<file path="src/design/dsop_pkg.sv">
// Shared types and constants for the distributed-clock sync offset controller.
`default_nettype none

package dsop_pkg;

	// Field widths.
	localparam int TIME_W = 63;
	localparam int CYC_W  = 30;
	localparam int OFS_W  = 32;
	localparam int PH_W   = 31;
	localparam int INT_W  = 32;
	localparam int PROD_W = 64;

	// Remainder iteration count and its counter width.
	localparam int REM_STEPS = TIME_W;
	localparam int CNT_W     = $clog2(REM_STEPS);

	// Fixed sync shift and reset cycle time in nanoseconds.
	localparam logic [TIME_W-1:0] SYNC_SHIFT_NS = TIME_W'(50000);
	localparam logic [CYC_W-1:0]  CYCLE_RESET   = CYC_W'(1000000);

	// Reciprocals for the truncating divisions by 100 and by 20.
	// The quotient of x is (x * M) >> K, exact for the operand ranges used here.
	localparam int               ERR_DIV_SHIFT = 37;
	localparam logic [31:0]      ERR_DIV_MULT  = 32'd1374389535;
	localparam int               INT_DIV_SHIFT = 36;
	localparam logic [31:0]      INT_DIV_MULT  = 32'd3435973837;

	// Integrator limits.
	localparam logic signed [INT_W-1:0] INT_MAX = 32'sh7fffffff;
	localparam logic signed [INT_W-1:0] INT_MIN = 32'sh80000000;

	// Sequencer states.
	typedef enum logic [2:0] {
		ST_IDLE,
		ST_PREP,
		ST_REM,
		ST_WRAP,
		ST_MUL_E,
		ST_MUL_I,
		ST_OUT
	} state_t;

	// Constant selected for the shared multiplier.
	typedef enum logic {
		MUL_ERR,
		MUL_INT
	} mul_sel_t;

	// Multiplier request from the sequencer.
	typedef struct packed {
		logic     en;
		mul_sel_t sel;
	} mul_req_t;

	// Remainder unit status toward the sequencer.
	typedef struct packed {
		logic busy;
		logic last;
	} rem_status_t;

endpackage

`default_nettype wire

</file>
<file path="src/design/dsop_rem.sv">
// Radix-2 restoring remainder unit: one dividend bit per cycle.
`default_nettype none

module dsop_rem (
	input  wire logic                       clk,
	input  wire logic                       arst_n,
	input  wire logic                       start,
	input  wire logic [dsop_pkg::TIME_W-1:0] dividend,
	input  wire logic [dsop_pkg::CYC_W-1:0]  divisor,
	output dsop_pkg::rem_status_t           status,
	output logic [dsop_pkg::CYC_W-1:0]       remainder
);

	logic [dsop_pkg::TIME_W-1:0] num_q;
	logic [dsop_pkg::CYC_W-1:0]  rem_q;
	logic [dsop_pkg::CNT_W-1:0]  cnt_q;
	logic                        busy_q;
	logic [dsop_pkg::CYC_W:0]    trial;
	logic [dsop_pkg::CYC_W:0]    diff;
	logic [dsop_pkg::CYC_W-1:0]  rem_next;

	// Shift in the next dividend bit and subtract the divisor when it fits.
	always_comb begin
		trial    = {rem_q, num_q[dsop_pkg::TIME_W-1]};
		diff     = trial - {1'b0, divisor};
		rem_next = (trial >= {1'b0, divisor}) ? diff[dsop_pkg::CYC_W-1:0]
		                                      : trial[dsop_pkg::CYC_W-1:0];
	end

	// Iteration control.
	always_ff @(posedge clk or negedge arst_n) begin
		if (!arst_n) begin
			busy_q <= 1'b0;
			cnt_q  <= '0;
		end else if (start) begin
			busy_q <= 1'b1;
			cnt_q  <= dsop_pkg::CNT_W'(dsop_pkg::REM_STEPS - 1);
		end else if (busy_q) begin
			cnt_q <= cnt_q - 1'b1;
			if (cnt_q == '0) begin
				busy_q <= 1'b0;
			end
		end
	end

	// Datapath registers.
	always_ff @(posedge clk) begin
		if (start) begin
			num_q <= dividend;
			rem_q <= '0;
		end else if (busy_q) begin
			num_q <= {num_q[dsop_pkg::TIME_W-2:0], 1'b0};
			rem_q <= rem_next;
		end
	end

	assign status.busy = busy_q;
	assign status.last = busy_q && (cnt_q == '0);
	assign remainder   = rem_q;

endmodule

`default_nettype wire

</file>
<file path="src/design/dsop_cmul.sv">
// Shared constant multiplier for the reciprocal divisions, registered product.
`default_nettype none

module dsop_cmul (
	input  wire logic                        clk,
	input  wire dsop_pkg::mul_req_t          req,
	input  wire logic [31:0]                 operand,
	output logic [dsop_pkg::PROD_W-1:0]      product
);

	logic [31:0]                 mult;
	logic [dsop_pkg::PROD_W-1:0] product_q;

	// Pick the reciprocal for the requested division.
	always_comb begin
		case (req.sel)
			dsop_pkg::MUL_ERR: mult = dsop_pkg::ERR_DIV_MULT;
			dsop_pkg::MUL_INT: mult = dsop_pkg::INT_DIV_MULT;
			default:           mult = dsop_pkg::ERR_DIV_MULT;
		endcase
	end

	// One 32 by 32 multiply per request.
	always_ff @(posedge clk) begin
		if (req.en) begin
			product_q <= {32'd0, operand} * {32'd0, mult};
		end
	end

	assign product = product_q;

endmodule

`default_nettype wire

</file>
<file path="src/design/dc_sync_offset_pi.sv">
// Top level of the distributed-clock sync offset controller with sequencer.
//
//  Channel   Direction  Signals                               Handshake
//  input     in         reference_time                        in_valid / in_stall
//  output    out        offset_time, phase_error              out_valid / out_stall
//  config    in         cfg_data                              cfg_we
//
// A request passes from acceptance to out_valid through a setup state, the
// bit-serial remainder unit, a wrap state, the shared multiplier states ST_MUL_E
// and ST_MUL_I and an output state; with a zero cycle time the remainder unit
// is skipped. in_stall is high from the cycle after acceptance until the result
// is loaded into the output register, so a new request waits until the last
// one is loaded. Reset clears the integrator, restores the default cycle time
// and empties the output register. A stalled result holds the output register;
// the next request may be accepted while it waits.
`default_nettype none

module dc_sync_offset_pi (
	input  wire logic                              clk,
	input  wire logic                              arst_n,
	input  wire logic                              cfg_we,
	input  wire logic [dsop_pkg::CYC_W-1:0]        cfg_data,
	input  wire logic                              in_valid,
	output logic                                   in_stall,
	input  wire logic [dsop_pkg::TIME_W-1:0]       reference_time,
	output logic                                   out_valid,
	input  wire logic                              out_stall,
	output logic signed [dsop_pkg::OFS_W-1:0]      offset_time,
	output logic signed [dsop_pkg::PH_W-1:0]       phase_error
);

	dsop_pkg::state_t      state_q, state_d;
	dsop_pkg::rem_status_t rem_status;
	dsop_pkg::mul_req_t    mul_req;

	logic [dsop_pkg::CYC_W-1:0]        cycle_q;
	logic [dsop_pkg::TIME_W-1:0]       time_q;
	logic [dsop_pkg::TIME_W-1:0]       mag;
	logic                              time_ge;
	logic                              neg_q;
	logic                              rem_start;
	logic [dsop_pkg::CYC_W-1:0]        rem_val;
	logic [dsop_pkg::CYC_W-1:0]        half;
	logic signed [dsop_pkg::PH_W-1:0]  err_d;
	logic [dsop_pkg::CYC_W-1:0]        eabs_d;
	logic                              eneg_d;
	logic                              epos_d;
	logic signed [dsop_pkg::PH_W-1:0]  err_q;
	logic [dsop_pkg::CYC_W-1:0]        eabs_q;
	logic                              eneg_q;
	logic signed [dsop_pkg::INT_W-1:0] integ_q;
	logic [31:0]                       iabs;
	logic                              ineg_q;
	logic [31:0]                       mul_operand;
	logic [dsop_pkg::PROD_W-1:0]       product;
	logic [dsop_pkg::PROD_W-dsop_pkg::ERR_DIV_SHIFT-1:0] qe_q;
	logic [dsop_pkg::PROD_W-dsop_pkg::INT_DIV_SHIFT-1:0] qi;
	logic [dsop_pkg::OFS_W-1:0]        se;
	logic [dsop_pkg::OFS_W-1:0]        si;
	logic [dsop_pkg::OFS_W-1:0]        ofs;
	logic                              in_take;
	logic                              out_load;
	logic                              out_valid_q;

	// Configuration register.
	always_ff @(posedge clk or negedge arst_n) begin
		if (!arst_n) begin
			cycle_q <= dsop_pkg::CYCLE_RESET;
		end else if (cfg_we) begin
			cycle_q <= cfg_data;
		end
	end

	// Next-state logic.
	always_comb begin
		state_d = state_q;
		case (state_q)
			dsop_pkg::ST_IDLE:  if (in_valid) state_d = dsop_pkg::ST_PREP;
			dsop_pkg::ST_PREP:  state_d = (cycle_q == '0) ? dsop_pkg::ST_WRAP : dsop_pkg::ST_REM;
			dsop_pkg::ST_REM:   if (rem_status.last) state_d = dsop_pkg::ST_WRAP;
			dsop_pkg::ST_WRAP:  state_d = dsop_pkg::ST_MUL_E;
			dsop_pkg::ST_MUL_E: state_d = dsop_pkg::ST_MUL_I;
			dsop_pkg::ST_MUL_I: state_d = dsop_pkg::ST_OUT;
			dsop_pkg::ST_OUT:   if (!out_valid_q || !out_stall) state_d = dsop_pkg::ST_IDLE;
			default:            state_d = dsop_pkg::ST_IDLE;
		endcase
	end

	// Sequencer outputs.
	always_comb begin
		in_stall    = 1'b1;
		rem_start   = 1'b0;
		mul_req.en  = 1'b0;
		mul_req.sel = dsop_pkg::MUL_ERR;
		out_load    = 1'b0;
		case (state_q)
			dsop_pkg::ST_IDLE:  in_stall = 1'b0;
			dsop_pkg::ST_PREP:  rem_start = (cycle_q != '0);
			dsop_pkg::ST_MUL_E: mul_req.en = 1'b1;
			dsop_pkg::ST_MUL_I: begin
				mul_req.en  = 1'b1;
				mul_req.sel = dsop_pkg::MUL_INT;
			end
			dsop_pkg::ST_OUT:   out_load = !out_valid_q || !out_stall;
			default:            in_stall = 1'b1;
		endcase
	end

	assign in_take = in_valid && !in_stall;

	always_ff @(posedge clk or negedge arst_n) begin
		if (!arst_n) begin
			state_q <= dsop_pkg::ST_IDLE;
		end else begin
			state_q <= state_d;
		end
	end

	// Magnitude and sign of the shifted reference time.
	always_comb begin
		time_ge = time_q >= dsop_pkg::SYNC_SHIFT_NS;
		mag     = time_ge ? (time_q - dsop_pkg::SYNC_SHIFT_NS)
		                  : (dsop_pkg::SYNC_SHIFT_NS - time_q);
	end

	always_ff @(posedge clk) begin
		if (in_take) begin
			time_q <= reference_time;
		end
		if (state_q == dsop_pkg::ST_PREP) begin
			neg_q <= !time_ge;
		end
	end

	dsop_rem u_rem (
		.clk       (clk),
		.arst_n    (arst_n),
		.start     (rem_start),
		.dividend  (mag),
		.divisor   (cycle_q),
		.status    (rem_status),
		.remainder (rem_val)
	);

	// Phase error: remainder wrapped at the half cycle, or negated for a negative time.
	always_comb begin
		half = cycle_q >> 1;
		if (cycle_q == '0) begin
			err_d  = '0;
			eabs_d = '0;
			eneg_d = 1'b0;
		end else if (neg_q) begin
			err_d  = -$signed({1'b0, rem_val});
			eabs_d = rem_val;
			eneg_d = (rem_val != '0);
		end else if (rem_val > half) begin
			err_d  = $signed({1'b0, rem_val}) - $signed({1'b0, cycle_q});
			eabs_d = cycle_q - rem_val;
			eneg_d = 1'b1;
		end else begin
			err_d  = $signed({1'b0, rem_val});
			eabs_d = rem_val;
			eneg_d = 1'b0;
		end
		epos_d = !eneg_d && (eabs_d != '0);
	end

	always_ff @(posedge clk) begin
		if (state_q == dsop_pkg::ST_WRAP) begin
			err_q  <= err_d;
			eabs_q <= eabs_d;
			eneg_q <= eneg_d;
		end
	end

	// Saturating integrator, stepped by the sign of the phase error.
	always_ff @(posedge clk or negedge arst_n) begin
		if (!arst_n) begin
			integ_q <= '0;
		end else if (state_q == dsop_pkg::ST_WRAP) begin
			if (epos_d && integ_q != dsop_pkg::INT_MAX) begin
				integ_q <= integ_q + 1'b1;
			end else if (eneg_d && integ_q != dsop_pkg::INT_MIN) begin
				integ_q <= integ_q - 1'b1;
			end
		end
	end

	// Shared multiplier operand: error magnitude first, then integrator magnitude.
	assign iabs        = integ_q[dsop_pkg::INT_W-1] ? 32'(-integ_q) : 32'(integ_q);
	assign mul_operand = (mul_req.sel == dsop_pkg::MUL_INT) ? iabs : {2'b00, eabs_q};

	dsop_cmul u_cmul (
		.clk     (clk),
		.req     (mul_req),
		.operand (mul_operand),
		.product (product)
	);

	always_ff @(posedge clk) begin
		if (state_q == dsop_pkg::ST_MUL_I) begin
			qe_q   <= product[dsop_pkg::PROD_W-1:dsop_pkg::ERR_DIV_SHIFT];
			ineg_q <= integ_q[dsop_pkg::INT_W-1];
		end
	end

	// Offset is minus both signed quotients.
	always_comb begin
		qi  = product[dsop_pkg::PROD_W-1:dsop_pkg::INT_DIV_SHIFT];
		se  = dsop_pkg::OFS_W'(qe_q);
		si  = dsop_pkg::OFS_W'(qi);
		ofs = (eneg_q ? se : -se) + (ineg_q ? si : -si);
	end

	// Output register.
	always_ff @(posedge clk or negedge arst_n) begin
		if (!arst_n) begin
			out_valid_q <= 1'b0;
		end else if (out_load) begin
			out_valid_q <= 1'b1;
		end else if (!out_stall) begin
			out_valid_q <= 1'b0;
		end
	end

	always_ff @(posedge clk) begin
		if (out_load) begin
			offset_time <= $signed(ofs);
			phase_error <= err_q;
		end
	end

	assign out_valid = out_valid_q;

endmodule

`default_nettype wire

</file>
<file path="config.mk">
export PLATFORM = sky130hd
export DESIGN_NAME = dc_sync_offset_pi
export DESIGN_NICKNAME = d
export VERILOG_FILES = /design/src/design/dsop_pkg.sv /design/src/design/dsop_rem.sv /design/src/design/dsop_cmul.sv /design/src/design/dc_sync_offset_pi.sv
export SDC_FILE = /design/constraint.sdc
export NUM_CORES = 2
export LEC_CHECK = 0
export BUFFER_PORTS_ARGS = -buffer_cell sky130_fd_sc_hd__buf_4
export CORE_MARGIN = 2
export CORE_UTILIZATION = 58
export DETAILED_ROUTE_END_ITERATION = 10
export GPL_TIMING_DRIVEN = 0
export PLACE_DENSITY = 0.78
export SYNTH_ARGS = -nofsm -noshare
export SYNTH_HDL_FRONTEND = slang
export SYNTH_SLANG_ARGS = --single-unit
</file>
<file path="constraint.sdc">
create_clock -name clk -period 24.2 [get_ports clk]
set_input_delay 2.42 -clock clk [delete_from_list [all_inputs] [get_ports clk]]
set_output_delay 2.42 -clock clk [all_outputs]
set_load 0.05 [all_outputs]
</file>
# Word-level counts from Yosys, hierarchy flattened
# Cells that the tools add are included.
[word_totals] regBits=447 mem_bits_rw=0 word_cells=105 latch_bits=0 inputBits=98 mem_bits_ro=0 mem_count=0
[classes] shift=0 reduce_logical=21 n_div=0 addsub=13 multipliers=1 n_eq_ne=12 n_bitwise=1 magnitude_cmp=3 muxes=36
[ops] cell="$mux 32" n=6
[ops] cell="$mux 63" n=3
[ops] cell="$mux 30" n=4
[ops] cell="$reduce_bool 30->1" n=3
[ops] cell="$mul 32x32->64" n=1
[ops] cell="$ne 32x32->1 const B" n=2
[ops] cell="$pmux 32 s2" n=1
[ops] cell="$ge 63x16->1 const B" n=1
[ops] cell="$sub 16x63->63 const A" n=1
[ops] cell="$sub 63x16->63 const B" n=1
[ops] cell="$mux 31" n=2
[ops] cell="$sub 30x30->30" n=2
[ops] cell="$add 32x1->32 const B" n=1
[ops] cell="$add 32x32->32" n=1
[ops] cell="$neg 27->32" n=1
[ops] cell="$neg 28->32" n=1
[ops] cell="$neg 32->32" n=1
[ops] cell="$sub 32x1->32 const B" n=1
[ops] cell="$ge 31x30->1" n=1
[ops] cell="$neg 30->31" n=1
[ops] cell="$sub 30x30->31" n=1
[ops] cell="$gt 30x29->1" n=1
[ops] cell="$logic_not 30->1" n=1
[ops] cell="$pmux 3 s7" n=1
[ops] cell="19 further kinds" n=48

# Logic depth before layout (Yosys ltp)
[depth] ltp_word=9 depth_mapped=39 ltp_nobuf=39

# Cells and area by module
# A second synthesis with hierarchy kept.
[unflattened] hier_cells=5693 area_unflattened_um2=54949.0
[by_module_without_submodules] module="dsop_cmul" n_inst=1 seq_area_each_um2=1921.8 area_per_inst_um2=27660.3 cells_each=2777
[by_module_without_submodules] module="dc_sync_offset_pi" n_inst=1 seq_area_each_um2=8176.6 area_per_inst_um2=21180.3 cells_each=2339
[by_module_without_submodules] module="dsop_rem" n_inst=1 seq_area_each_um2=2667.6 area_per_inst_um2=6108.4 cells_each=577

# Least setup slack after synthesis
# Ideal clock, no wire load.
[synth_timing] path_type="register -> register" startpoint="register integ_q[12] (netlist name)" endpoint="register u_cmul.product_q (netlist bit u_cmul.product[63]) (data pin)" period_less_slack_ns=9.838 setup_time_ns=0.260 t_arrival_ns=9.578 stages_incl_launch_ff=35 required_ns=23.940 slack_ns=14.362 path_buffers=0 path_cell_list="dfrtp_1 or3_1 or4_1 or3_1 nor2_1 nand2_1 nand2b_1 o21ai_0 xor2_1 a21oi_1 fa_1 inv_1 fa_1 fa_1 fa_1 inv_1 fa_1 fa_1 fa_1 inv_1 fa_1 inv_1 ha_1 nand3_1 nor2_1 nand4_1 a2111o_1 a31oi_1 o211ai_1 a211oi_1 o2111ai_1 a311oi_1 a211o_1 a21oi_1 xnor2_1"
[synth_between] elab_chain_len=4
[synth_rtl] item="from (decl)" line_no="dc_sync_offset_pi.sv:51" text="logic signed [dsop_pkg::INT_W-1:0] integ_q;"
[synth_rtl] item="from (signal assigned)" line_no="dc_sync_offset_pi.sv:182" text="integ_q <= integ_q + 1'b1;"
[synth_rtl] item="from (signal assigned)" line_no="dc_sync_offset_pi.sv:184" text="integ_q <= integ_q - 1'b1;"
[synth_rtl] item="$neg 32->32" line_no="dc_sync_offset_pi.sv:190" text="assign iabs = integ_q[dsop_pkg::INT_W-1] ? 32'(-integ_q) : 32'(integ_q);"
[synth_rtl] item="$mux 32 (*)" line_no="dc_sync_offset_pi.sv:190"
[synth_rtl] item="$mux 32 (*)" line_no="dc_sync_offset_pi.sv:191" text="assign mul_operand = (mul_req.sel == dsop_pkg::MUL_INT) ? iabs : {2'b00, eabs_q};"
[synth_rtl] item="$mul 32x32->64 (*)" line_no="dsop_cmul.sv:26" text="product_q <= {32'd0, operand} * {32'd0, mult};"
[synth_rtl] item="to (signal assigned)" line_no="dsop_cmul.sv:26"
[synth_rtl] item="to (decl)" line_no="dsop_cmul.sv:12" text="logic [dsop_pkg::PROD_W-1:0] product_q;"
# Mark *: on every way between the ends. The rest lies on a longest branch, timed or not.
# A chain may end at the register's enable or synchronous reset.

# Worst setup path in the final report
[layout_timing] startpoint="register integ_q[2] (netlist name)" endpoint="register u_cmul.product_q (netlist bit u_cmul.product[63]) (data pin)"
# Same word-level chain as after synthesis.

==> results.md <==
- Critical Path Source: integ_q[2]
- Core Rows: 108
- Crit path largest cell delay: 980 ps
- Worst slew margin: -4.01%
- Async set-reset flop share out of synthesis: 17.8%
- Setup-failing EPs final: 0
- CP max-delay cell: nor2_1
- Wire per inst: 21.5 um
- Worst-Skew Late Latency: 610 ps
- PortBufs: 161
- EDFF count, synth: 308
- Post-synth top flop: edfxtp_1
- RSZ-0062 raised after global routing: false
- Tcrit/Tclk final: 54.3%
- GR Overflow Total: 0
- Mapped Avg Cell Area: 9.56 um^2
- CP startpoint kind: register
- Hold Fails Final Rpt: 0
- Reg-to-reg critical path startpoint: integ_q[2]
- Worst slew pin tran: 1520 ps
- Sink Count: 411
- Worst Skew: 34.1 ps
- Status: finished with violations
- Die X-Extent: 301 um
- Hold Crit Class: register to register
- Gp weighted congestion: 1.01
- Commonest cells after routing, fill and taps aside: 1181 x inv_1, 645 x fa_1, 602 x ha_1
- Max-cap violations: 1
- CP dominant cell by count: fa_1
- Kind of end point of the critical path: register
- Starting density of the core: 58.6%
- Setup crit end: u_cmul.product[63]
- DRT Pass-1 Iters: 6
- Share of layout cells above drive strength 1: 6.24%
- Vias in the first global route: 39.8k
- First-pass GRT wire length: 224000 um
- Hold Path Depth: 0
- Synth-to-Final Area Change: 8.87%
- Nets: 6916
- Total negative slack: 0 ps
- Crit path arrival time: 13490 ps
- Synthesized cell area: 51000 um^2
- Die area: 90400 um^2
- Mapped Cells: 5337
- RR Endpoint: u_cmul.product[63]
- CP Class: register to register
- Root buf cell: clkbuf_16
- Global-route usage over all layers: 32.6%
- CTS tree: done
- Slew Viols, Final: 2
- YS warnings: 0
- CP required: 24540 ps
- Core box area: 87000 um^2
- Detail Route Antenna Nets: 0
- 1st-iter DRT viols: 3521
- Initial antenna violation count: 3
- Peak Freq: 76.1 MHz
- Routed vias/inst: 5.78
- Post-cts hold buffer count: 0
- Routed WL: 145000 um
- Detailed-route via count: 39.1k
- Post-synth cell types: 93
- R2R Setup Slk: 11050 ps
- Flops & latches, synth: 411
- Layout Utilization: 63.8%
- Clock Pin Slew Worst Setup and Hold Paths: 60 ps
- Worst reg-to-reg path cell count: 35
- Htree depth: 2
- Commonest non-fill, non-tap cell in the layout: inv_1
- DRC Markers: 0
- Largest net degree at the start of global routing: 74
- Die Y: 301 um
- Final Critical Period: 13150 ps
- CP max FO: 8
- CTS resizes: 0
- CTS Buffer Depth: 3
- Failing checks: max-capacitance violations, max-slew violations
- Seq/Total Area, Yosys: 22.9%
- Number of post-CTS setup repair buffers: 0
- Total clock buffers created by CTS: 47
- Ports: 163
- DPL Wire Length: 121000 um
-- critical path: cells and delay by family (launching register included) --
family | cells | cell delay [ps]
buf+inv | 5 | 490
compound gates | 9 | 3460
xor+xnor | 2 | 230
flops | 1 | 480
fa+ha+maj | 9 | 4310
simple gates | 10 | 3910
-- synth_stat cells (7+ instances only) --
cell,number,area (um^2)
inv_1,1181,4430
fa_1,645,12900
ha_1,602,7530
nand2_1,418,1570
edfxtp_1,308,9250
a21oi_1,282,1410
nor2_1,273,1020
o21ai_0,244,1220
xor2_1,148,1300
xnor2_1,146,1280
clkbuf_1,102,383
a21o_1,92,691
nor3_1,77,385
dfrtp_1,66,1650
nand3_1,52,260
nand2b_1,47,294
a211oi_1,44,330
nor4_1,41,257
o21a_1,33,248
dfxtp_1,30,601
nand4_1,30,188
nor2b_1,30,188
or3_1,30,188
mux2_2,29,327
a31oi_1,28,175
o31ai_1,26,195
and3_1,23,144
buf_2,19,95.1
and2_1,16,100
or4_1,16,120
a221oi_1,15,131
o21bai_1,14,105
mux2i_1,13,130
o211ai_1,13,97.6
nand3b_1,12,90.1
buf_1,11,41.3
or2_2,11,68.8
a21boi_0,10,75.1
o21ai_1,10,50.1
a41oi_1,9,78.8
o2111ai_1,9,78.8
nor3b_1,8,60.1
dfstp_2,7,184
-- layer usage --
layer / part of all wire, % / track usage [%] / routed length, um
met1: 40 / 42.9 / 57800
met2: 47 / 53.3 / 68700
met3: 8.2 / 5.95 / 11900
met4: 4.7 / 13.6 / 6830
met5: 0.025 / 0 / 36
-- per-stage QoR --
step / std cells / hold WS, ps / worst slack (ps) / area [um^2]
finish: 6763 / 420 / 11050 / 55600
global route: 6762 / 423 / 10630 / 55600
CTS: 6762 / 421 / 11390 / 55600
detailed placement: 6677 / 406 / 11420 / 53900
global placement: 6671 / 404 / 10830 / 53800
floorplan: 5355 / 400 / 14360 / 51100
-- layout make-up --
type                            count  area [um^2]
Multi-Input combinational cell   3625        34500
Fill cell                        7131        31500
Sequential cell                   411        11700
Inverter                         1182         4440
Tap cell                         1155         1450
Timing Repair Buffer              167         1320
Clock buffer                       63         1290
Buffer                            137          562
Clock inverter                     22          339
Antenna cell                        1         2.50
-- state kept, by name, summed over array words and instances, names as in the netlist, 3 cells and up --
register,count
cycle_q,30
integ_q,32
u_rem.remainder,30
u_rem.num_q,63
time_q,63
phase_error,31
u_rem.cnt_q,6
u_cmul.product,28
eabs_q,30
err_q,31
qe_q,27
state_q,3
offset_time,32
-- cell families after synthesis --
| group | Yosys count | share of synthesized area [%] |
|---|---|---|
| AO/OA/AOI/OAI | 905 | 10.9 |
| AND/OR/NAND/NOR | 1115 | 10.3 |
| multiplexers | 44 | 0.939 |
| buffers and inverters | 1319 | 9.79 |
| other | 2 | 0.0147 |
| flip-flops | 411 | 22.9 |
| adder cells (fa/ha/maj) | 1247 | 40.1 |
| XOR/XNOR | 294 | 5.05 |
-- worst min path at each step --
stage          startpoint         endpoint  slack, ps
2_1_floorplan    err_q[0]   phase_error[0]        400
3_5_place_dp     err_q[0]   phase_error[0]        410
4_1_cts          err_q[8]   phase_error[8]        420
5_1_grt         err_q[17]  phase_error[17]        420
6_report         err_q[0]   phase_error[0]        420
3_3_place_gp    err_q[30]  phase_error[30]        400
Power is not shown: default switching activity piles up to over one toggle a cycle in this logic, so the estimate is an artifact.
